### config.mk
export PLATFORM = sky130hd
export DESIGN_NAME = frequency_ordered_list_unit
export DESIGN_NICKNAME = d
export VERILOG_FILES = /design/src/sv/fol_pkg.sv /design/src/sv/frequency_ordered_list_unit.sv /design/src/sv/fol_ram.sv /design/src/sv/fol_cmp.sv
export SDC_FILE = /design/constraint.sdc
export NUM_CORES = 1
export LEC_CHECK = 0
export ABC_AREA = 0
export BUFFER_PORTS_ARGS = -buffer_cell sky130_fd_sc_hd__buf_2
export CORE_MARGIN = 4
export CORE_UTILIZATION = 45
export DETAILED_ROUTE_END_ITERATION = 10
export GPL_ROUTABILITY_DRIVEN = 0
export PLACE_DENSITY = 0.6
export SKIP_CTS_REPAIR_TIMING = 1
export SLEW_MARGIN = 40
export SYNTH_ARGS = -nofsm -noshare
export SYNTH_HDL_FRONTEND = slang
export SYNTH_SLANG_ARGS = --single-unit
### constraint.sdc
create_clock -name i_clk -period 7.13 [get_ports i_clk]
set_input_delay 0.3565 -clock i_clk [delete_from_list [all_inputs] [get_ports i_clk]]
set_output_delay 0.3565 -clock i_clk [all_outputs]
set_load 0.01 [all_outputs]
### src/sv/fol_pkg.sv
// Shared constants, types and helpers for the frequency-ordered list unit.
package fol_pkg;

    localparam int TABLE_DEPTH = 16;
    localparam int COUNT_BITS  = 16;

    localparam int KEY_W       = 32;
    localparam int OP_W        = 2;
    localparam int STATUS_W    = 2;
    localparam int POS_W       = 6;
    localparam int OUT_COUNT_W = 16;

    localparam int IDX_W  = $clog2(TABLE_DEPTH);
    localparam int FILL_W = $clog2(TABLE_DEPTH + 1);
    // ranks run from 1 up to TABLE_DEPTH, next_rank may reach TABLE_DEPTH + 1
    localparam int RANK_W = $clog2(TABLE_DEPTH + 2);

    localparam logic [OP_W-1:0] OP_LOAD   = 2'd0;
    localparam logic [OP_W-1:0] OP_ACCESS = 2'd1;
    localparam logic [OP_W-1:0] OP_DUMP   = 2'd2;

    localparam logic [STATUS_W-1:0] ST_OK    = 2'd0;
    localparam logic [STATUS_W-1:0] ST_MISS  = 2'd1;
    localparam logic [STATUS_W-1:0] ST_FULL  = 2'd2;
    localparam logic [STATUS_W-1:0] ST_EMPTY = 2'd3;

    typedef struct packed {
        logic [KEY_W-1:0]      key;
        logic [COUNT_BITS-1:0] count;
        logic [RANK_W-1:0]     rank;
    } t_entry;

    function automatic logic [POS_W-1:0] pos_out(input logic [IDX_W-1:0] idx);
        logic [IDX_W+POS_W-1:0] wide;
        wide = {{POS_W{1'b0}}, idx};
        return wide[POS_W-1:0];
    endfunction

    function automatic logic [OUT_COUNT_W-1:0] count_out(input logic [COUNT_BITS-1:0] cnt);
        logic [COUNT_BITS+OUT_COUNT_W-1:0] wide;
        wide = {{OUT_COUNT_W{1'b0}}, cnt};
        return wide[OUT_COUNT_W-1:0];
    endfunction

endpackage

### src/sv/frequency_ordered_list_unit.sv
// Top level of the frequency-ordered list unit: sequencer, table RAM and compare unit.
//
// Input channel: i_in_valid / o_in_stall carry one transaction of i_opcode and i_key.
// A load appends the key at the tail, an access finds the key, bumps its count and
// moves it toward the head, a dump reports every entry in table order.
// Output channel: o_out_valid / i_out_stall carry one result per transaction, or one
// per entry for a dump, with o_last high on the final result of a transaction.
// One transaction is in progress at a time; o_in_stall is high until its last result
// sits in the output register. An access reads and compares the entries in turn, then
// moves a hit entry up one position per step while it passes its neighbor, then places
// it; a dump reads and reports one entry per step. The single read port of the table
// RAM is read one entry per step, with the shared compare unit on its registered data.
// Opcode 3 is dropped and gives no result.
// Reset (synchronous, active low) empties the table, restarts ranks at one and drops
// any pending result. While the receiver stalls, the output register holds its
// result and the sequencer waits before it produces the next one.
module frequency_ordered_list_unit (
    input  logic                                i_clk,
    input  logic                                i_rst_n,
    input  logic                                i_in_valid,
    output logic                                o_in_stall,
    input  logic [fol_pkg::OP_W-1:0]            i_opcode,
    input  logic signed [fol_pkg::KEY_W-1:0]    i_key,
    output logic                                o_out_valid,
    input  logic                                i_out_stall,
    output logic [fol_pkg::STATUS_W-1:0]        o_status,
    output logic [fol_pkg::POS_W-1:0]           o_position,
    output logic signed [fol_pkg::KEY_W-1:0]    o_entry_key,
    output logic [fol_pkg::OUT_COUNT_W-1:0]     o_count,
    output logic                                o_last
);

    localparam logic [3:0] S_IDLE      = 4'd0;
    localparam logic [3:0] S_SRCH_RD   = 4'd1;
    localparam logic [3:0] S_SRCH_CMP  = 4'd2;
    localparam logic [3:0] S_MOVE_RD   = 4'd3;
    localparam logic [3:0] S_MOVE_CMP  = 4'd4;
    localparam logic [3:0] S_PLACE     = 4'd5;
    localparam logic [3:0] S_EMIT      = 4'd6;
    localparam logic [3:0] S_DUMP_RD   = 4'd7;
    localparam logic [3:0] S_DUMP_EMIT = 4'd8;

    localparam int EW = $bits(fol_pkg::t_entry);

    logic [3:0]                         r_state,     n_state;
    logic [fol_pkg::KEY_W-1:0]          r_key,       n_key;
    logic [fol_pkg::IDX_W-1:0]          r_idx,       n_idx;
    logic [fol_pkg::FILL_W-1:0]         r_fill,      n_fill;
    logic [fol_pkg::RANK_W-1:0]         r_next_rank, n_next_rank;
    fol_pkg::t_entry                    r_mov,       n_mov;
    logic [fol_pkg::STATUS_W-1:0]       r_res_status, n_res_status;
    logic [fol_pkg::POS_W-1:0]          r_res_pos,   n_res_pos;
    logic [fol_pkg::KEY_W-1:0]          r_res_key,   n_res_key;
    logic [fol_pkg::OUT_COUNT_W-1:0]    r_res_count, n_res_count;

    logic                               r_out_valid;
    logic [fol_pkg::STATUS_W-1:0]       r_out_status;
    logic [fol_pkg::POS_W-1:0]          r_out_pos;
    logic [fol_pkg::KEY_W-1:0]          r_out_key;
    logic [fol_pkg::OUT_COUNT_W-1:0]    r_out_count;
    logic                               r_out_last;

    logic                               out_load;
    logic [fol_pkg::STATUS_W-1:0]       out_status;
    logic [fol_pkg::POS_W-1:0]          out_pos;
    logic [fol_pkg::KEY_W-1:0]          out_key;
    logic [fol_pkg::OUT_COUNT_W-1:0]    out_count;
    logic                               out_last;
    logic                               out_free;

    logic                               wr_en;
    logic [fol_pkg::IDX_W-1:0]          wr_addr;
    fol_pkg::t_entry                    wr_data;
    logic                               rd_en;
    logic [fol_pkg::IDX_W-1:0]          rd_addr;
    logic [EW-1:0]                      rd_raw;
    fol_pkg::t_entry                    rd_data;

    logic                               cmp_order;
    logic                               cmp_match;
    logic                               idx_last;
    logic [fol_pkg::IDX_W-1:0]          idx_dec;

    fol_ram #(
        .WIDTH (EW),
        .DEPTH (fol_pkg::TABLE_DEPTH)
    ) u_table (
        .i_clk     (i_clk),
        .i_wr_en   (wr_en),
        .i_wr_addr (wr_addr),
        .i_wr_data (wr_data),
        .i_rd_en   (rd_en),
        .i_rd_addr (rd_addr),
        .o_rd_data (rd_raw)
    );

    assign rd_data = rd_raw;

    fol_cmp u_cmp (
        .i_order_mode (cmp_order),
        .i_slot       (rd_data),
        .i_mov        (r_mov),
        .i_key        (r_key),
        .o_match      (cmp_match)
    );

    assign out_free = !r_out_valid || !i_out_stall;
    assign idx_last = ((fol_pkg::FILL_W'(r_idx) + fol_pkg::FILL_W'(1)) == r_fill);
    assign idx_dec  = r_idx - fol_pkg::IDX_W'(1);

    always_comb begin
        n_state      = r_state;
        n_key        = r_key;
        n_idx        = r_idx;
        n_fill       = r_fill;
        n_next_rank  = r_next_rank;
        n_mov        = r_mov;
        n_res_status = r_res_status;
        n_res_pos    = r_res_pos;
        n_res_key    = r_res_key;
        n_res_count  = r_res_count;

        wr_en     = 1'b0;
        wr_addr   = r_idx;
        wr_data   = r_mov;
        rd_en     = 1'b0;
        rd_addr   = r_idx;
        cmp_order = 1'b0;

        out_load   = 1'b0;
        out_status = r_res_status;
        out_pos    = r_res_pos;
        out_key    = r_res_key;
        out_count  = r_res_count;
        out_last   = 1'b1;

        case (r_state)
            S_IDLE: begin
                if (i_in_valid) begin
                    n_key       = i_key;
                    n_res_key   = i_key;
                    n_res_pos   = '0;
                    n_res_count = '0;
                    n_idx       = '0;
                    if (i_opcode == fol_pkg::OP_LOAD) begin
                        if (r_fill == fol_pkg::FILL_W'(fol_pkg::TABLE_DEPTH)) begin
                            n_res_status = fol_pkg::ST_FULL;
                        end else begin
                            wr_en         = 1'b1;
                            wr_addr       = r_fill[fol_pkg::IDX_W-1:0];
                            wr_data.key   = i_key;
                            wr_data.count = '0;
                            wr_data.rank  = '0;
                            n_fill        = r_fill + fol_pkg::FILL_W'(1);
                            n_res_status  = fol_pkg::ST_OK;
                            n_res_pos     = fol_pkg::pos_out(r_fill[fol_pkg::IDX_W-1:0]);
                        end
                        n_state = S_EMIT;
                    end else if (i_opcode == fol_pkg::OP_ACCESS) begin
                        if (r_fill == '0) begin
                            n_res_status = fol_pkg::ST_MISS;
                            n_state      = S_EMIT;
                        end else begin
                            n_state = S_SRCH_RD;
                        end
                    end else if (i_opcode == fol_pkg::OP_DUMP) begin
                        if (r_fill == '0) begin
                            n_res_status = fol_pkg::ST_EMPTY;
                            n_res_key    = '0;
                            n_state      = S_EMIT;
                        end else begin
                            n_state = S_DUMP_RD;
                        end
                    end
                end
            end
            S_SRCH_RD: begin
                rd_en   = 1'b1;
                n_state = S_SRCH_CMP;
            end
            S_SRCH_CMP: begin
                if (cmp_match) begin
                    n_mov = rd_data;
                    if (rd_data.count != {fol_pkg::COUNT_BITS{1'b1}}) begin
                        n_mov.count = rd_data.count + fol_pkg::COUNT_BITS'(1);
                    end
                    if (rd_data.rank == '0) begin
                        n_mov.rank  = r_next_rank;
                        n_next_rank = r_next_rank + fol_pkg::RANK_W'(1);
                    end
                    n_state = (r_idx == '0) ? S_PLACE : S_MOVE_RD;
                end else if (idx_last) begin
                    n_res_status = fol_pkg::ST_MISS;
                    n_state      = S_EMIT;
                end else begin
                    n_idx   = r_idx + fol_pkg::IDX_W'(1);
                    n_state = S_SRCH_RD;
                end
            end
            S_MOVE_RD: begin
                rd_en   = 1'b1;
                rd_addr = idx_dec;
                n_state = S_MOVE_CMP;
            end
            S_MOVE_CMP: begin
                cmp_order = 1'b1;
                if (cmp_match) begin
                    // shift the neighbor down one place, keep climbing
                    wr_en   = 1'b1;
                    wr_data = rd_data;
                    n_idx   = idx_dec;
                    n_state = (idx_dec == '0) ? S_PLACE : S_MOVE_RD;
                end else begin
                    n_state = S_PLACE;
                end
            end
            S_PLACE: begin
                wr_en        = 1'b1;
                n_res_status = fol_pkg::ST_OK;
                n_res_pos    = fol_pkg::pos_out(r_idx);
                n_res_key    = r_mov.key;
                n_res_count  = fol_pkg::count_out(r_mov.count);
                n_state      = S_EMIT;
            end
            S_EMIT: begin
                if (out_free) begin
                    out_load = 1'b1;
                    n_state  = S_IDLE;
                end
            end
            S_DUMP_RD: begin
                rd_en   = 1'b1;
                n_state = S_DUMP_EMIT;
            end
            S_DUMP_EMIT: begin
                out_status = fol_pkg::ST_OK;
                out_pos    = fol_pkg::pos_out(r_idx);
                out_key    = rd_data.key;
                out_count  = fol_pkg::count_out(rd_data.count);
                out_last   = idx_last;
                if (out_free) begin
                    out_load = 1'b1;
                    if (idx_last) begin
                        n_state = S_IDLE;
                    end else begin
                        n_idx   = r_idx + fol_pkg::IDX_W'(1);
                        n_state = S_DUMP_RD;
                    end
                end
            end
            default: begin
                n_state = S_IDLE;
            end
        endcase
    end

    always_ff @(posedge i_clk) begin
        if (!i_rst_n) begin
            r_state     <= S_IDLE;
            r_fill      <= '0;
            r_next_rank <= fol_pkg::RANK_W'(1);
            r_idx       <= '0;
            r_out_valid <= 1'b0;
        end else begin
            r_state     <= n_state;
            r_fill      <= n_fill;
            r_next_rank <= n_next_rank;
            r_idx       <= n_idx;
            if (out_load) begin
                r_out_valid <= 1'b1;
            end else if (!i_out_stall) begin
                r_out_valid <= 1'b0;
            end
        end
    end

    always_ff @(posedge i_clk) begin
        r_key        <= n_key;
        r_mov        <= n_mov;
        r_res_status <= n_res_status;
        r_res_pos    <= n_res_pos;
        r_res_key    <= n_res_key;
        r_res_count  <= n_res_count;
        if (out_load) begin
            r_out_status <= out_status;
            r_out_pos    <= out_pos;
            r_out_key    <= out_key;
            r_out_count  <= out_count;
            r_out_last   <= out_last;
        end
    end

    assign o_in_stall  = (r_state != S_IDLE);
    assign o_out_valid = r_out_valid;
    assign o_status    = r_out_status;
    assign o_position  = r_out_pos;
    assign o_entry_key = r_out_key;
    assign o_count     = r_out_count;
    assign o_last      = r_out_last;

endmodule

### src/sv/fol_ram.sv
// Generic single-write, single-read RAM with registered read data.
module fol_ram #(
    parameter int WIDTH = 8,
    parameter int DEPTH = 16
) (
    input  logic                     i_clk,
    input  logic                     i_wr_en,
    input  logic [$clog2(DEPTH)-1:0] i_wr_addr,
    input  logic [WIDTH-1:0]         i_wr_data,
    input  logic                     i_rd_en,
    input  logic [$clog2(DEPTH)-1:0] i_rd_addr,
    output logic [WIDTH-1:0]         o_rd_data
);

    logic [WIDTH-1:0] r_mem [DEPTH];
    logic [WIDTH-1:0] r_rd_data;

    always_ff @(posedge i_clk) begin
        if (i_wr_en) begin
            r_mem[i_wr_addr] <= i_wr_data;
        end
        // hold read data when no read is issued
        if (i_rd_en) begin
            r_rd_data <= r_mem[i_rd_addr];
        end
    end

    assign o_rd_data = r_rd_data;

endmodule

### src/sv/fol_cmp.sv
// Shared compare unit: key match during search, ordering test during the move.
module fol_cmp (
    input  logic                      i_order_mode,
    input  fol_pkg::t_entry           i_slot,
    input  fol_pkg::t_entry           i_mov,
    input  logic [fol_pkg::KEY_W-1:0] i_key,
    output logic                      o_match
);

    logic key_eq;
    logic mov_ahead;

    assign key_eq = (i_slot.key == i_key);

    // moving entry passes a neighbor with lower count, or equal count and later rank
    assign mov_ahead = (i_slot.count < i_mov.count) ||
                       ((i_slot.count == i_mov.count) && (i_slot.rank > i_mov.rank));

    assign o_match = i_order_mode ? mov_ahead : key_eq;

endmodule
=== Word level (Yosys, flattened, before mapping) ===
Memory sizes are Yosys's and may differ from the RTL's. A register that Yosys moved wholly into a read port is not among the register bits.
Index checks and enable logic that the tools add are counted.

* Output and inout bits: 59
* Bits of input ports: 38
* Memories: 1
* Word-level logic and storage cells: 150
* Memory bits (writable): 848
* Flip-flop bits (word level): 217

{| class="wikitable"
|+ Memories
! memory !! words !! bits a word !! rd ports !! clocked after Yosys merged registers in !! wr ports !! RTL line !! source
|-
| u_table.r_mem || 16 || 53 || 1 || 1 || 1 || fol_ram.sv:15 || <nowiki>logic [WIDTH-1:0] r_mem [DEPTH];</nowiki>
|}

* Bitwise logic cells: 1
* Reduce and logical (&&, ||, !) cells: 25
* Add/subtract/negate cells: 6
* Equal/unequal tests: 24
* $lt $le $gt $ge: 2
* Multiplexer cells: 72

{| class="wikitable"
|+ Operator list
! cell !! number
|-
| $mux 53 || 4
|-
| $mux 32 || 6
|-
| $pmux 53 s2 || 1
|-
| $mux 4 || 19
|-
| $pmux 32 s2 || 1
|-
| $mux 16 || 3
|-
| $pmux 4 s9 || 1
|-
| $eq 32x32->1 || 1
|-
| $pmux 16 s2 || 1
|-
| $mux 3 || 7
|-
| $mux 2 || 9
|-
| $add 16x1->16 const B || 1
|-
| $eq 16x16->1 || 1
|-
| $eq 4x3->1 const B || 4
|-
| $lt 16x16->1 || 1
|-
| $ne 16x16->1 const B || 1
|-
| $pmux 4 s4 || 1
|-
| $mux 1 || 14
|-
| $logic_not 4->1 || 3
|-
| $ne 2x2->1 const B || 6
|-
| $pmux 6 s2 || 1
|-
| $add 5x1->5 const B || 2
|-
| $logic_not 5->1 || 2
|-
| $eq 4x2->1 const B || 2
|-
| other kinds (32) || 38
|}

=== Depth between registers and ports, before layout ===
* Depth after elaboration: 8
* Mapped depth: 11
* Mapped depth without buffers: 9

=== By module ===
Synthesis repeated with hierarchy kept, for this count alone.

* Cells, all modules: 2299
* Area, all modules: 43814.5 um^2

{| class="wikitable"
|+ Modules (own cells, without submodules)
! module !! sequential area each (um^2) !! cells each !! area each (um^2) !! times used
|-
| fol_ram || 27055.9 || 1370 || 33337.0 || 1
|-
| frequency_ordered_list_unit || 6206.0 || 810 || 9585.4 || 1
|-
| fol_cmp || 0.0 || 119 || 892.1 || 1
|}

=== Worst setup path before layout ===
OpenSTA, ideal clock, no wires.

* Path type: flip-flop to flip-flop
* Start point: register r_state[1]
* End point: register r_out_count, in the netlist o_count[0], enable pin
* Required time: 6.579 ns
* Path buffers: 1
* Data arrival time: 5.048 ns
* Slack: 1.531 ns
* Cell stages (with the launch flop): 6
* Library setup time: 0.551 ns
* Clock period less this slack: 5.599 ns
* Cell sequence: dfxtp_1 > clkbuf_1 > nand2_1 > nor2_1 > a21oi_1 > a211oi_1

* Longest elaborated chain between the ends: 3
* Elaborated cells on any way between the ends: 4
* Classes of those cells: eq/ne: 2; mux: 1; reduce/logical: 1

{| class="wikitable"
|+ Ends and longest elaborated chain
! element !! RTL line !! source
|-
| start: declaration || frequency_ordered_list_unit.sv:45 || <nowiki>logic [3:0] r_state, n_state;</nowiki>
|-
| start signal: assignment || frequency_ordered_list_unit.sv:265 || <nowiki>r_state <= n_state;</nowiki>
|-
| $eq 4x4->1 or $eq 4x3->1 (tied branches) || frequency_ordered_list_unit.sv:137 || <nowiki>case (r_state)</nowiki>
|-
| $reduce_or 2->1 (no line) (*) || - ||
|-
| $mux 1 (*) || - ||
|-
| net out_load || frequency_ordered_list_unit.sv:63 || <nowiki>logic out_load;</nowiki>
|-
| end signal: assignment || frequency_ordered_list_unit.sv:288 || <nowiki>r_out_count <= out_count;</nowiki>
|-
| end: declaration || frequency_ordered_list_unit.sv:60 || <nowiki>logic [fol_pkg::OUT_COUNT_W-1:0] r_out_count;</nowiki>
|}

Mark *: on every way through the listed nets, which the timed path passes. The rest lies on a longest branch.
A chain may end at the register's enable or synchronous reset.

=== Worst setup path in the final report ===
* Start point: register u_table.r_rd_data[20] (netlist: u_table.o_rd_data[20]), read port of u_table.r_mem
* End point: memory u_table.r_mem[3][48] in the netlist's numbering, enable pin

* Longest elaborated chain between the ends: 8
* Elaborated cells on any way between the ends: 9
* Classes of those cells: order compare: 1; eq/ne: 1; mux: 5; reduce/logical: 2

{| class="wikitable"
|+ Ends and longest elaborated chain
! element !! RTL line !! source
|-
| start: declaration || fol_ram.sv:16 || <nowiki>logic [WIDTH-1:0] r_rd_data;</nowiki>
|-
| branches (longest 2 deep; another with $lt 16x16->1) || - ||
|-
| $logic_or 1x1->1 (*) || fol_cmp.sv:16 || <nowiki>assign mov_ahead = (i_slot.count < i_mov.count) ||</nowiki>
|-
| $mux 1 (*) || fol_cmp.sv:19 || <nowiki>assign o_match = i_order_mode ? mov_ahead : key_eq;</nowiki>
|-
| $mux 1 (*) || frequency_ordered_list_unit.sv:207 || <nowiki>if (cmp_match) begin</nowiki>
|-
| $pmux 1 s3 (*) || frequency_ordered_list_unit.sv:137 ||
|-
| $mux 1 (*) || fol_ram.sv:19 || <nowiki>if (i_wr_en) begin</nowiki>
|-
| $mux 1 (implied by the code) (*) || fol_ram.sv:20 || <nowiki>r_mem[i_wr_addr] <= i_wr_data;</nowiki>
|-
| end: declaration || fol_ram.sv:15 ||
|}

Every way passes the cells marked *.

==> results.yml <==
global_route:
  grt_pass1_vias: 22283
  grt_pass1_wl_mm: 162
  antenna_found_initial: 9
  track_usage_pct: 21.9
  grt_max_degree: 81
  grt-ovfl-total: 0
power:
  ir_worst_vdd_v: 0.000319
  totalPowerFinal_mw: 18.7
  power.density_mw_per_mm2: 371
  p_leak_nw: 16.7
min_path:
  min_from: "i_out_stall"
  hold-path-endpoint: "o_out_valid$_SDFFE_PN0P_"
  hp-class: "in2reg"
  holdPathStages: 4
logic_synthesis:
  yosys-top-cells-count: "edfxtp_1, mux4_2, nand2_1"
  post_synth_instance_area_mm2: 0.0439
  yosys.area.top_type: "edfxtp_1"
  yosysWarnings: 0
  syn_inst: 2176
  yosysMostFrequentCell: "edfxtp_1"
  synth_edf_count: 1095
  synthTopCellsByArea: "edfxtp_1, mux4_2, a22o_1, nand2_1, xor2_1"
  ys_ff_latch: 1114
  ys_types: 58
  ys_seq_area_share_pct: 75.8
  async_reset_ff_share_pct: 0
  synth_ff_type: "edfxtp_1"
  synth_top_area_share_pct: 75.0
  syn_avg_cell_area_um2: 20.2
setup_path:
  critical_path.slowest_cell: "buf_4"
  cp_common_cell: "buf_4"
  ff2ff_path_depth: 10
  path_cells: "ha_1, nand4_1, nor3_1, o311ai_0, o41a_1, o21ai_0, a21oi_1, buf_4, nor2_4, buf_4"
  timing.rr.end: "u_table.r_mem[3][48]$_DFFE_PP_"
  cp-end-kind: "flop"
  worstPathRequired_ns: 7.43
  worstPathArrival_ns: 4.83
  path_max_fanout: 33
  r2r_setup_slack_ns: 2.60
  r2r_start: "u_table.o_rd_data[20]$_DFFE_PP_"
  start_kind: "flop"
  crit_family: "simple AND/OR/NAND/NOR gates"
  max_stage_delay_ns: 0.70
  crit_type: "reg2reg"
  path_buf_inv: 2
cts:
  cts_tree: "done"
  cts_made_buffers: 111
  clock_latency_ns: 0.70
  cts_buffer_depth: 3
  clk_pin_slew_ns: 0.06
  htreeDepth: 3
  clockRootBuffer: "clkbuf_16"
  clkSinkCount: 1114
placed_design:
  numPortBuffers: 94
  dp_hpwl_mm: 67.9
  placed_area_mm2: 0.0464
  place_inst: 3493
sta:
  period_minus_slack_ns: 4.53
  slew_headroom_pct: 40.6
  fin_tns_setup_ns: 0
  max_freq_ghz: 0.221
  finalHoldViolations: 0
  slew_viol_final: 0
  finClkSkew_ns: 0.0312
  rsz0062_at_grt: "no"
  period_share_pct: 63.5
  tightest_slew_ns: 0.882
  setup-violations-final: 0
route:
  routedWlPerCell_um: 30.1
  antenna_left: 0
  drt_wl_total_mm: 112
  vias_per_cell: 5.98
  drc: 0
  dr.pass1.iters: 6
  drt_iter0_markers: 2971
  vias: 22323
die:
  initial_core_util_pct: 45.4
  die_h_um: 320
  io-pin-count: 97
  die_area_mm2: 0.103
  rows: 114
  die_w_um: 320
  fp.coreArea_mm2: 0.0967
cells_and_area:
  final.fill_count: 7577
  final_area_mm2: 0.0504
  nNetsFinal: 2432
  post-route-util_pct: 52.1
  fin_cells: 3730
  area_delta_synth_final_pct: 14.8
  final_layout_size_suffix_gt1_share_pct: 25.1
job:
  drv_cap: 0
outcome:
  status: "finished clean"
[where the power goes]
group / switching, mW / internal, mW / leakage [nW] / total [mW]
Clock: 2.44 / 3.24 / 1.72 / 5.67
Combinational: 2.70 / 1.75 / 4.85 / 4.46
Sequential: 0.268 / 8.30 / 10.1 / 8.57
Total: 5.41 / 13.3 / 16.7 / 18.7
[stage by stage]
stage / hold WS, ns / setup slack (ns)
after detailed placement: 0.502 / 2.63
after global routing: 0.156 / 2.39
after floorplan: 0.418 / 1.53
after global placement: 0.484 / 2.48
final: 0.187 / 2.60
after CTS: -0.156 / 2.56
[flip-flops by register name, summed over array words and instances, names as in the netlist, 5 cells and up]
register / count
r_key: 32
r_mov: 53
r_fill: 5
r_next_rank: 5
r_res_key: 32
o_count: 16
o_entry_key: 32
u_table.r_mem: 848
r_res_count: 16
u_table.o_rd_data: 53
[area by class of cell]
class | instances | area (um2) | share of cell area (%)
Timing Repair Buffer | 187 | 1600 | 3.18
Clock buffer | 131 | 2870 | 5.71
Tap cell | 1276 | 1600 | 3.17
Sequential cell | 1114 | 33300 | 66.0
Inverter | 33 | 124 | 0.246
Antenna cell | 1 | 2.50 | 0.00497
Multi-Input combinational cell | 919 | 10300 | 20.4
Clock inverter | 69 | 644 | 1.28
[worst min-delay path, cell delays in order]
cell and delay (ns):
buf_2 0.15, nand2_1 0.15, o21a_1 0.14, nor2_1 0.04
[layout by cell type (no fill, tap or decap), drive strengths merged, types with 36 or more instances in the layout]
cell type,n
a21o,38
clkbuf,133
buf,152
xor2,45
mux4,265
a22o,85
nor2,68
inv,36
nand2,190
clkinv,51
edfxtp,1095
[worst max-delay path by stage]
| stage | start | endpoint | slack [ns] | cells after the start |
|---|---|---|---|---|
| 6_report | u_table.o_rd_data[20]$_DFFE_PP_ | u_table.r_mem[3][48]$_DFFE_PP_ | 2.60 | 10 |
| 5_1_grt | u_table.o_rd_data[20]$_DFFE_PP_ | u_table.r_mem[9][13]$_DFFE_PP_ | 2.39 | 10 |
| 4_1_cts | u_table.o_rd_data[20]$_DFFE_PP_ | u_table.r_mem[0][2]$_DFFE_PP_ | 2.56 | 10 |
| 3_5_place_dp | u_table.o_rd_data[20]$_DFFE_PP_ | u_table.r_mem[0][52]$_DFFE_PP_ | 2.63 | 10 |
| 3_3_place_gp | u_table.o_rd_data[20]$_DFFE_PP_ | u_table.r_mem[13][34]$_DFFE_PP_ | 2.48 | 10 |
| 2_1_floorplan | r_state[1]$_SDFFE_PN0P_ | o_count[0]$_DFFE_PP_ | 1.53 | 5 |
[logic make-up after synthesis]
logic type / share of synthesized area, %
adders and majority gates: 0.799
xor gates and xnor gates: 1.14
and+or+nand+nor: 3.51
AOI/OAI and AO/OA: 3.63
muxes: 13.7
buffers and inverters: 1.35
other: 0.00855
DFF: 75.8
[routing by layer]
metal	part of all wire, %	track usage [%]	up-vias
li1	-	-	9304
met5	0.021	0	-
met2	48	34.1	1033
met3	8.9	4.83	155
met1	41	31.8	11827
met4	2.1	5.44	4
Power figures use the tool's default switching activity.
